File: config.mk
export PLATFORM = sky130hd
export DESIGN_NAME = longest_increasing_grid_path
export DESIGN_NICKNAME = d
export VERILOG_FILES = /design/src/hw/rtl/ligp_pkg.sv /design/src/hw/rtl/longest_increasing_grid_path.sv /design/src/hw/rtl/ligp_ctrl.sv /design/src/hw/rtl/ligp_dp.sv
export SDC_FILE = /design/constraint.sdc
export NUM_CORES = 1
export LEC_CHECK = 0
export BUFFER_PORTS_ARGS = -buffer_cell sky130_fd_sc_hd__buf_2
export CAP_MARGIN = 20
export CORE_MARGIN = 3
export CORE_UTILIZATION = 30
export CTS_CLUSTER_SIZE = 30
export DETAILED_ROUTE_END_ITERATION = 8
export PLACE_DENSITY_LB_ADDON = 0.2
export SLEW_MARGIN = 5
export SYNTH_ARGS = -nofsm -noshare
export SYNTH_HDL_FRONTEND = slang
export SYNTH_SLANG_ARGS = --single-unit
export TNS_END_PERCENT = 50
File: constraint.sdc
create_clock -name clock -period 11.4 [get_ports clock]
set_clock_uncertainty 0.2 [all_clocks]
set_input_delay 1.14 -clock clock [delete_from_list [all_inputs] [get_ports clock]]
set_output_delay 1.14 -clock clock [all_outputs]
set_load 0.02 [all_outputs]
File: src/hw/rtl/ligp_pkg.sv
// ---------------------------------------------------------------------------
// ligp_pkg
// Shared types and constants for the longest increasing grid path block.
// ---------------------------------------------------------------------------
package ligp_pkg;

   typedef enum logic [3:0] {
      ST_LOAD,
      ST_FILL_RD,
      ST_FILL_NB,
      ST_FILL_WR,
      ST_SCAN_RD,
      ST_SCAN_CMP,
      ST_WALK_INIT,
      ST_WALK_RD,
      ST_WALK_EMIT,
      ST_WALK_NB,
      ST_WALK_CHK
   } state_type;

   // Commands from the controller to the datapath.
   typedef struct packed {
      logic store_cell;  // write the incoming cell, advance load count
      logic clear_load;  // drop a partial grid
      logic fill_start;  // start table fill at value 255, cell 0
      logic fill_adv;    // advance fill cursor
      logic nb_adv;      // advance direction counter
      logic nb_clr;      // restart direction scan
      logic fill_write;  // write table entry for current cell
      logic scan_start;  // start the maximum search
      logic scan_adv;    // advance the maximum search
      logic walk_start;  // load walk cursor from search result
      logic walk_move;   // step to the found neighbour
      logic emit;        // load the output register
   } cmd_type;

   // Status from the datapath to the controller.
   typedef struct packed {
      logic load_done;   // this cell completes the grid
      logic cell_match;  // current fill cell has current value
      logic fill_last;   // last cell of the last value
      logic nb_last;     // last direction
      logic scan_last;   // last cell of the search
      logic walk_last;   // remaining length reached one
      logic walk_found;  // a matching neighbour was found
   } status_type;

endpackage

File: src/hw/rtl/longest_increasing_grid_path.sv
// ---------------------------------------------------------------------------
// longest_increasing_grid_path
// Longest strictly increasing 4-neighbour path in a square grid.
// ---------------------------------------------------------------------------
// Usage: set csr_grid_side (side n, 0 acts as 1, above MAX_SIDE clamps),
// then send n*n cells row-major on req_*, one beat per cell. After the last
// cell the block fills a per-cell longest-path table by sweeping all 256
// values over every cell, four neighbour reads per matching cell. A maximum
// search and a walk setup state follow, then the path walk emits one rsp_*
// beat per path cell; the last beat carries rsp_last_cell.
// req_ready is low until the walk ends and while csr_write is high.
// A stalled rsp_ready holds the output register and the walk. Reset clears
// the load count and control state and sets the side to 8; a write to the
// side register drops a partially loaded grid.
// ---------------------------------------------------------------------------
module longest_increasing_grid_path #(
   parameter int MAX_SIDE = 8
) (
   input  logic       clock,
   input  logic       reset,
   input  logic       req_valid,
   output logic       req_ready,
   input  logic [7:0] req_cell_value,
   output logic       rsp_valid,
   input  logic       rsp_ready,
   output logic [7:0] rsp_path_cell,
   output logic [6:0] rsp_path_length,
   output logic       rsp_last_cell,
   input  logic       csr_write,
   input  logic [3:0] csr_grid_side
);
   import ligp_pkg::*;

   logic [3:0] side_ff;
   cmd_type    cmd;
   status_type sts;
   logic       rsp_busy;

   always_ff @(posedge clock) begin
      if (reset) begin
         side_ff <= 4'd8;
      end else if (csr_write) begin
         side_ff <= csr_grid_side;
      end
   end

   ligp_ctrl u_ctrl (
      .clock, .reset, .req_valid, .req_ready,
      .rsp_busy, .csr_write, .sts, .cmd
   );

   ligp_dp #(.MAX_SIDE(MAX_SIDE)) u_dp (
      .clock, .reset, .side(side_ff), .req_cell_value, .cmd, .sts,
      .rsp_valid, .rsp_ready, .rsp_busy, .rsp_path_cell,
      .rsp_path_length, .rsp_last_cell
   );

endmodule

File: src/hw/rtl/ligp_ctrl.sv
// ---------------------------------------------------------------------------
// ligp_ctrl
// Sequencer for loading, table fill, maximum search and path walk.
// ---------------------------------------------------------------------------
module ligp_ctrl (
   input  logic                 clock,
   input  logic                 reset,
   input  logic                 req_valid,
   output logic                 req_ready,
   input  logic                 rsp_busy,
   input  logic                 csr_write,
   input  ligp_pkg::status_type sts,
   output ligp_pkg::cmd_type    cmd
);
   import ligp_pkg::*;

   state_type state_ff, state_in;

   always_ff @(posedge clock) begin
      if (reset) begin
         state_ff <= ST_LOAD;
      end else begin
         state_ff <= state_in;
      end
   end

   // Next state.
   always_comb begin
      state_in = state_ff;
      case (state_ff)
         ST_LOAD: begin
            if (!csr_write && req_valid && sts.load_done) state_in = ST_FILL_RD;
         end
         ST_FILL_RD: state_in = ST_FILL_NB;
         ST_FILL_NB: begin
            if (!sts.cell_match) begin
               state_in = sts.fill_last ? ST_SCAN_RD : ST_FILL_RD;
            end else if (sts.nb_last) begin
               state_in = ST_FILL_WR;
            end
         end
         ST_FILL_WR:   state_in = sts.fill_last ? ST_SCAN_RD : ST_FILL_RD;
         ST_SCAN_RD:   state_in = ST_SCAN_CMP;
         ST_SCAN_CMP:  state_in = sts.scan_last ? ST_WALK_INIT : ST_SCAN_RD;
         ST_WALK_INIT: state_in = ST_WALK_RD;
         ST_WALK_RD:   state_in = ST_WALK_EMIT;
         ST_WALK_EMIT: begin
            if (!rsp_busy) state_in = sts.walk_last ? ST_LOAD : ST_WALK_NB;
         end
         ST_WALK_NB: state_in = ST_WALK_CHK;
         ST_WALK_CHK: begin
            if (sts.walk_found) state_in = ST_WALK_RD;
            else if (sts.nb_last) state_in = ST_LOAD;
            else state_in = ST_WALK_NB;
         end
         default: state_in = ST_LOAD;
      endcase
   end

   // Outputs.
   always_comb begin
      cmd       = '0;
      req_ready = 1'b0;
      case (state_ff)
         ST_LOAD: begin
            req_ready = !csr_write;
            cmd.clear_load = csr_write;
            cmd.store_cell = !csr_write && req_valid;
            cmd.fill_start = !csr_write && req_valid && sts.load_done;
         end
         ST_FILL_RD: cmd.nb_clr = 1'b1;
         ST_FILL_NB: begin
            if (!sts.cell_match) cmd.fill_adv = 1'b1;
            else if (!sts.nb_last) cmd.nb_adv = 1'b1;
         end
         ST_FILL_WR: begin
            cmd.fill_write = 1'b1;
            cmd.fill_adv   = 1'b1;
            cmd.scan_start = sts.fill_last;
         end
         ST_SCAN_CMP: cmd.scan_adv = 1'b1;
         ST_WALK_INIT: cmd.walk_start = 1'b1;
         ST_WALK_EMIT: begin
            cmd.emit   = !rsp_busy;
            cmd.nb_clr = 1'b1;
         end
         ST_WALK_CHK: begin
            if (sts.walk_found) cmd.walk_move = 1'b1;
            else cmd.nb_adv = 1'b1;
         end
         default: cmd = '0;
      endcase
      if (state_ff == ST_FILL_NB && !sts.cell_match && sts.fill_last) cmd.scan_start = 1'b1;
   end

endmodule

File: src/hw/rtl/ligp_dp.sv
// ---------------------------------------------------------------------------
// ligp_dp
// Grid and table memories, cursors, neighbour logic and output register.
// ---------------------------------------------------------------------------
module ligp_dp #(
   parameter int MAX_SIDE = 8
) (
   input  logic                 clock,
   input  logic                 reset,
   input  logic [3:0]           side,
   input  logic [7:0]           req_cell_value,
   input  ligp_pkg::cmd_type    cmd,
   output ligp_pkg::status_type sts,
   output logic                 rsp_valid,
   input  logic                 rsp_ready,
   output logic                 rsp_busy,
   output logic [7:0]           rsp_path_cell,
   output logic [6:0]           rsp_path_length,
   output logic                 rsp_last_cell
);
   import ligp_pkg::*;

   localparam int CELLS = MAX_SIDE * MAX_SIDE;
   localparam int AW    = (CELLS > 1) ? $clog2(CELLS) : 1;
   localparam int CW    = $clog2(CELLS + 1);
   localparam int SW    = (MAX_SIDE > 1) ? $clog2(MAX_SIDE) : 1;

   logic [7:0] grid_mem [CELLS];
   logic [6:0] len_mem  [CELLS];

   // Side in use, clamped.
   logic [4:0] n;
   always_comb begin
      if (side == 4'd0) n = 5'd1;
      else if ({1'b0, side} > 5'(MAX_SIDE)) n = 5'(MAX_SIDE);
      else n = {1'b0, side};
   end
   logic [CW-1:0] total;
   assign total = CW'(n * n);

   logic [CW-1:0] loaded_ff;
   logic [7:0]    fval_ff;
   logic [SW-1:0] row_ff, col_ff;
   logic [1:0]    dir_ff;
   logic [7:0]    cur_val_ff, nb_val_ff;
   logic [6:0]    best_ff, acc_ff, remain_ff, nb_len_ff;
   logic [SW-1:0] best_row_ff, best_col_ff;
   logic          nb_ok_ff;
   logic [AW-1:0] idx;

   assign idx = AW'(row_ff * n + col_ff);

   // Neighbour coordinates.
   logic [SW:0]   nr, nc;
   logic          nb_in;
   always_comb begin
      nr = {1'b0, row_ff};
      nc = {1'b0, col_ff};
      nb_in = 1'b1;
      case (dir_ff)
         2'd0: begin nb_in = (row_ff != '0); nr = {1'b0, row_ff} - 1'b1; end
         2'd1: begin nc = {1'b0, col_ff} + 1'b1; nb_in = (5'(nc) < n); end
         2'd2: begin nr = {1'b0, row_ff} + 1'b1; nb_in = (5'(nr) < n); end
         default: begin nb_in = (col_ff != '0); nc = {1'b0, col_ff} - 1'b1; end
      endcase
   end
   logic [AW-1:0] nb_idx;
   assign nb_idx = AW'(nr * n + nc);

   logic last_col, last_row;
   assign last_col = (5'(col_ff) == n - 5'd1);
   assign last_row = (5'(row_ff) == n - 5'd1);

   // Memory access: two registered read ports for each memory, one write.
   logic [AW-1:0] rd_addr;
   logic [7:0]    grid_rd_ff;
   logic [6:0]    len_rd_ff;
   logic [6:0]    fill_len;
   always_comb rd_addr = idx;

   logic [AW-1:0] rd_nb_addr;
   assign rd_nb_addr = nb_idx;

   always_ff @(posedge clock) begin
      if (cmd.store_cell) grid_mem[loaded_ff[AW-1:0]] <= req_cell_value;
      if (cmd.fill_write) len_mem[idx] <= fill_len + 7'd1;
      grid_rd_ff <= grid_mem[rd_addr];
      nb_val_ff  <= grid_mem[rd_nb_addr];
      len_rd_ff  <= len_mem[rd_addr];
      nb_len_ff  <= len_mem[rd_nb_addr];
      nb_ok_ff   <= nb_in;
   end

   logic [7:0] fval_in;
   always_ff @(posedge clock) begin
      if (reset) begin
         loaded_ff <= '0;
      end else if (cmd.clear_load) begin
         loaded_ff <= '0;
      end else if (cmd.store_cell) begin
         loaded_ff <= cmd.fill_start ? '0 : loaded_ff + 1'b1;
      end
   end
   assign sts.load_done = (loaded_ff + 1'b1 >= total);

   // Fill: cursor (value, row, col); direction scan over four neighbours.
   assign fval_in = fval_ff - 8'd1;
   logic pos_last;
   assign pos_last = last_col && last_row;
   assign sts.fill_last = pos_last && (fval_ff == 8'd0);
   assign sts.cell_match = (grid_rd_ff == fval_ff);
   assign sts.nb_last = (dir_ff == 2'd3);
   assign sts.scan_last = pos_last;
   assign sts.walk_last = (remain_ff <= 7'd1);
   assign sts.walk_found = nb_ok_ff && (nb_val_ff > cur_val_ff) &&
                           (nb_len_ff == remain_ff - 7'd1);

   // The neighbour read lands in the cycle after dir changes; FILL_NB/WALK_CHK
   // sample it, so advance direction only after the sample (nb_adv).
   logic nb_hit;
   assign nb_hit = nb_ok_ff && (nb_val_ff > grid_rd_ff) && (nb_len_ff > acc_ff);

   // The left neighbour lands in FILL_WR itself: fold it into the write.
   assign fill_len = nb_hit ? nb_len_ff : acc_ff;

   logic nb_phase_ff;
   always_ff @(posedge clock) begin
      if (cmd.fill_start) begin
         fval_ff <= 8'd255;
         row_ff  <= '0;
         col_ff  <= '0;
      end else if (cmd.scan_start) begin
         row_ff  <= '0;
         col_ff  <= '0;
      end else if (cmd.fill_adv || cmd.scan_adv) begin
         if (last_col) begin
            col_ff <= '0;
            if (last_row) begin
               row_ff <= '0;
               if (cmd.fill_adv) fval_ff <= fval_in;
            end else begin
               row_ff <= row_ff + 1'b1;
            end
         end else begin
            col_ff <= col_ff + 1'b1;
         end
      end else if (cmd.walk_start) begin
         row_ff <= best_row_ff;
         col_ff <= best_col_ff;
      end else if (cmd.walk_move) begin
         row_ff <= nr[SW-1:0];
         col_ff <= nc[SW-1:0];
      end
      if (cmd.nb_clr) begin
         dir_ff <= 2'd0;
         acc_ff <= 7'd0;
      end else begin
         if (cmd.nb_adv) dir_ff <= dir_ff + 2'd1;
         if (nb_phase_ff && !cmd.walk_move && nb_hit) acc_ff <= nb_len_ff;
      end
      nb_phase_ff <= cmd.nb_adv;
      if (cmd.walk_start) remain_ff <= best_ff;
      else if (cmd.walk_move) remain_ff <= remain_ff - 7'd1;
      if (cmd.emit) cur_val_ff <= grid_rd_ff;
      if (cmd.scan_start) begin
         best_ff     <= 7'd0;
         best_row_ff <= '0;
         best_col_ff <= '0;
      end else if (cmd.scan_adv && len_rd_ff > best_ff) begin
         best_ff     <= len_rd_ff;
         best_row_ff <= row_ff;
         best_col_ff <= col_ff;
      end
   end

   // Output register.
   logic rsp_valid_ff;
   always_ff @(posedge clock) begin
      if (reset) begin
         rsp_valid_ff <= 1'b0;
      end else if (cmd.emit) begin
         rsp_valid_ff <= 1'b1;
      end else if (rsp_ready) begin
         rsp_valid_ff <= 1'b0;
      end
   end
   always_ff @(posedge clock) begin
      if (cmd.emit) begin
         rsp_path_cell   <= grid_rd_ff;
         rsp_path_length <= best_ff;
         rsp_last_cell   <= sts.walk_last;
      end
   end
   assign rsp_valid = rsp_valid_ff;
   assign rsp_busy  = rsp_valid_ff && !rsp_ready;

endmodule
==> results.toml <==
[cells_and_area]
post-route-util_pct = 34.5
area_growth_pct = 13.6
nets = 3383
fillers = 16300
multi_input_area_um2 = 19600
drive_above_1_share_pct = 24.5
register_area_um2 = 31200

[routing]
num_vias = 32200
drtIter0Drc = 3857
post_drt_wl_per_cell_um = 31.8
post-route-drc-count = 0
antenna_left = 0
drt_pre_antenna_iters = 6
avgViaCountPerCell = 5.69
finalWirelength_mm = 180

[synthesis]
async_flop_share_pct = 0
synth_enable_flop_cells = 983
yosys_warnings = 0
synth_top_cell_by_area = "edfxtp_1"
netlist_top_cells_count = "edfxtp_1 (983), mux4_2 (380), nor2_1 (288)"
ys_ff_latch = 1067
yosysMostFrequentCell = "edfxtp_1"
yosysTopAreaCellShare_pct = 57.1
ys_seq_area_share_pct = 60.3
syn_avg_cell_area_um2 = 15.9
synthCells = 3248
ys_types = 71
netlist_area_um2 = 51700
synth.area.top_cells = "edfxtp_1 (57%), mux4_2 (17%), mux2i_1 (3.4%)"
synth_flop_cell = "edfxtp_1"

[clocking]
cts_hold_buf = 0
root_buffer = "clkbuf_16"
cts_tree = "built"
clockBufferDepth = 3
h-tree-depth = 3
post-cts-setup-buffers = 0
worstSkewPairLatency_ns = 0.74
cts_resized = 0
clk_pin_slew_worst_paths_ns = 0.06
cts.sink_count = 1067
cts_buffers = 114

[timing]
clock.fmax_mhz = 139
setup_viol = 0
period_minus_slack_ns = 7.22
hold_violations = 0
period_share_pct = 63.3
slew_viol_final = 0
slew_headroom_pct = 22.5
rsz0062_at_grt = "no"
tightest_slew_ns = 1.16
setup_tns_ns = 0

[power_and_ir_drop]
power.density_nw_per_um2 = 292
vdd_ir_drop_max_mv = 0.243
leakage_nw = 19.0

[critical_path]
endpoint_kind = "flip-flop"
cp.required_ns = 11.81
r2r-end = "u_dp.grid_rd_ff[1]$_DFF_P_"
start_kind = "flip-flop"
critPathMaxFanout = 40
arrival_ns = 7.63
reg2regPathDepth = 16
reg2reg_from = "side_ff[1]$_SDFFE_PP0P_"
rrSetupSlack_ns = 4.18
path_class = "reg2reg"

[die]
die_area_um2 = 177000
die_w_um = 421
fp-row-count = 151
initial_utilization_pct = 30.4
core_um2 = 170000
ioPinCount = 35
die_y_um = 421

[grt]
grt_overflow = 0
grt_max_degree = 122
grt_pass1_wl_mm = 255
grt_use_total_pct = 19.9
antenna_found_initial = 6
grt_pass1_vias = 32000

[hold_path]
hold_start = "u_dp.acc_ff[4]$_SDFFE_PP0P_"
whs_path_depth = 2
hold_class = "reg2reg"
hold_end = "u_dp.acc_ff[4]$_SDFFE_PP0P_"

[status]
status = "finished, final reports clean"

[placement]
io_buffers = 34
hpwl_mm = 115
gp_congestion = 0.841

[job]
drv_cap = 0
-- power breakdown --
| part | internal [W] | total, W | switching [W] |
|---|---|---|---|
| logic | 0.00308 | 0.00827 | 0.00519 |
| clock network | 0.00225 | 0.00388 | 0.00162 |
| registers | 0.00482 | 0.00499 | 0.000173 |
-- cell families after synthesis --
logic type	count (synthesis)	share of synthesized area [%]
AO/OA/AOI/OAI	508	6.85
XOR/XNOR	71	1.20
adder cells (fa/ha/maj)	99	2.55
buffers and inverters	299	2.32
flip-flops	1067	60.3
multiplexers	643	21.8
other	1	0.00725
AND/OR/NAND/NOR	560	4.90
-- cell usage in the layout, fill, tap and decap left out, types with 84 or more instances in the layout --
cell type and count:
edfxtp_1 983, mux4_2 380, nor2_1 278, mux2i_1 175, a221oi_1 121, clkbuf_16 117
a21oi_1 109, nand2_1 106, mux2_2 88, buf_4 85, dfxtp_1 84
-- cell type report --
class                           instances  share of cell area, %
Tap cell                             2295                   4.89
Clock inverter                         73                   1.36
Antenna cell                            3                 0.0128
Multi-Input combinational cell       1884                   33.4
Clock buffer                          144                   5.24
Timing Repair Buffer                  127                   1.59
Inverter                               73                  0.471
Sequential cell                      1067                   53.1
-- stage by stage --
stage	setup WS (ns)	hold slack [ns]	instances	cell area [um2]	power, W
2_1_floorplan	5.34	0.229	3250	51700	0.0100
6_report	4.18	0.273	5666	58800	0.0171
5_1_grt	3.88	0.314	5663	58800	0.0178
3_3_place_gp	4.31	0.246	5441	54800	0.0133
4_1_cts	4.21	0.275	5662	58700	0.0172
3_5_place_dp	4.25	0.265	5445	54900	0.0133
-- registers in the layout (all words and copies together) (netlist names) --
name	flops
u_dp.acc_ff	7
u_dp.nb_len_ff	7
u_dp.remain_ff	7
u_dp.cur_val_ff	8
u_dp.best_row_ff	3
u_dp.grid_mem	512
u_dp.rsp_path_length	7
u_ctrl.state_ff	4
u_dp.nb_ok_ff	1
u_dp.best_ff	7
u_dp.col_ff	3
u_dp.nb_val_ff	8
u_dp.grid_rd_ff	8
u_dp.loaded_ff	7
u_dp.len_rd_ff	7
u_dp.best_col_ff	3
u_dp.dir_ff	2
u_dp.rsp_last_cell	1
u_dp.nb_phase_ff	1
u_dp.len_mem	448
u_dp.rsp_valid	1
u_dp.fval_ff	8
u_dp.row_ff	3
side_ff	4
-- per-layer routing --
layer,global-route usage [%],share of wire [%],vias to the layer above
met4,5.93,2.9,4
li1,-,-,13300
met3,4.15,8.7,245
met1,28.1,43,17100
met2,30.7,45,1610
met5,0,0.014,-
-- worst max-delay path, cell delays in order (launching register included) --
cell and delay [ns]:
dfxtp_1 0.39, nor2b_1 0.38, inv_1 0.26, nor2_1 0.20, fa_1 0.46, fa_1 0.54, inv_1 0.06, fa_4 1.10
buf_4 0.59, buf_4 0.65, nor2_4 0.22, buf_4 0.32, a221oi_1 0.29, a21oi_1 0.08, a221oi_1 0.43, o22ai_1 0.26
or4_1 0.53
-- how the worst max path moves through the flow --
| stage | start | endpoint | slack, ns | depth (start not counted) |
|---|---|---|---|---|
| floorplan | u_dp.acc_ff[1]$_SDFFE_PP0P_ | u_dp.len_mem[0][6]$_DFFE_PP_ | 5.34 | 15 |
| global placement | side_ff[1]$_SDFFE_PP0P_ | u_dp.grid_rd_ff[6]$_DFF_P_ | 4.31 | 15 |
| detailed placement | side_ff[1]$_SDFFE_PP0P_ | u_dp.grid_rd_ff[1]$_DFF_P_ | 4.25 | 16 |
| CTS | side_ff[1]$_SDFFE_PP0P_ | u_dp.grid_rd_ff[1]$_DFF_P_ | 4.21 | 16 |
| global route | side_ff[1]$_SDFFE_PP0P_ | u_dp.grid_rd_ff[1]$_DFF_P_ | 3.88 | 16 |
| finish | side_ff[1]$_SDFFE_PP0P_ | u_dp.grid_rd_ff[1]$_DFF_P_ | 4.18 | 16 |
No activity file was read; power rests on OpenSTA's default activity.
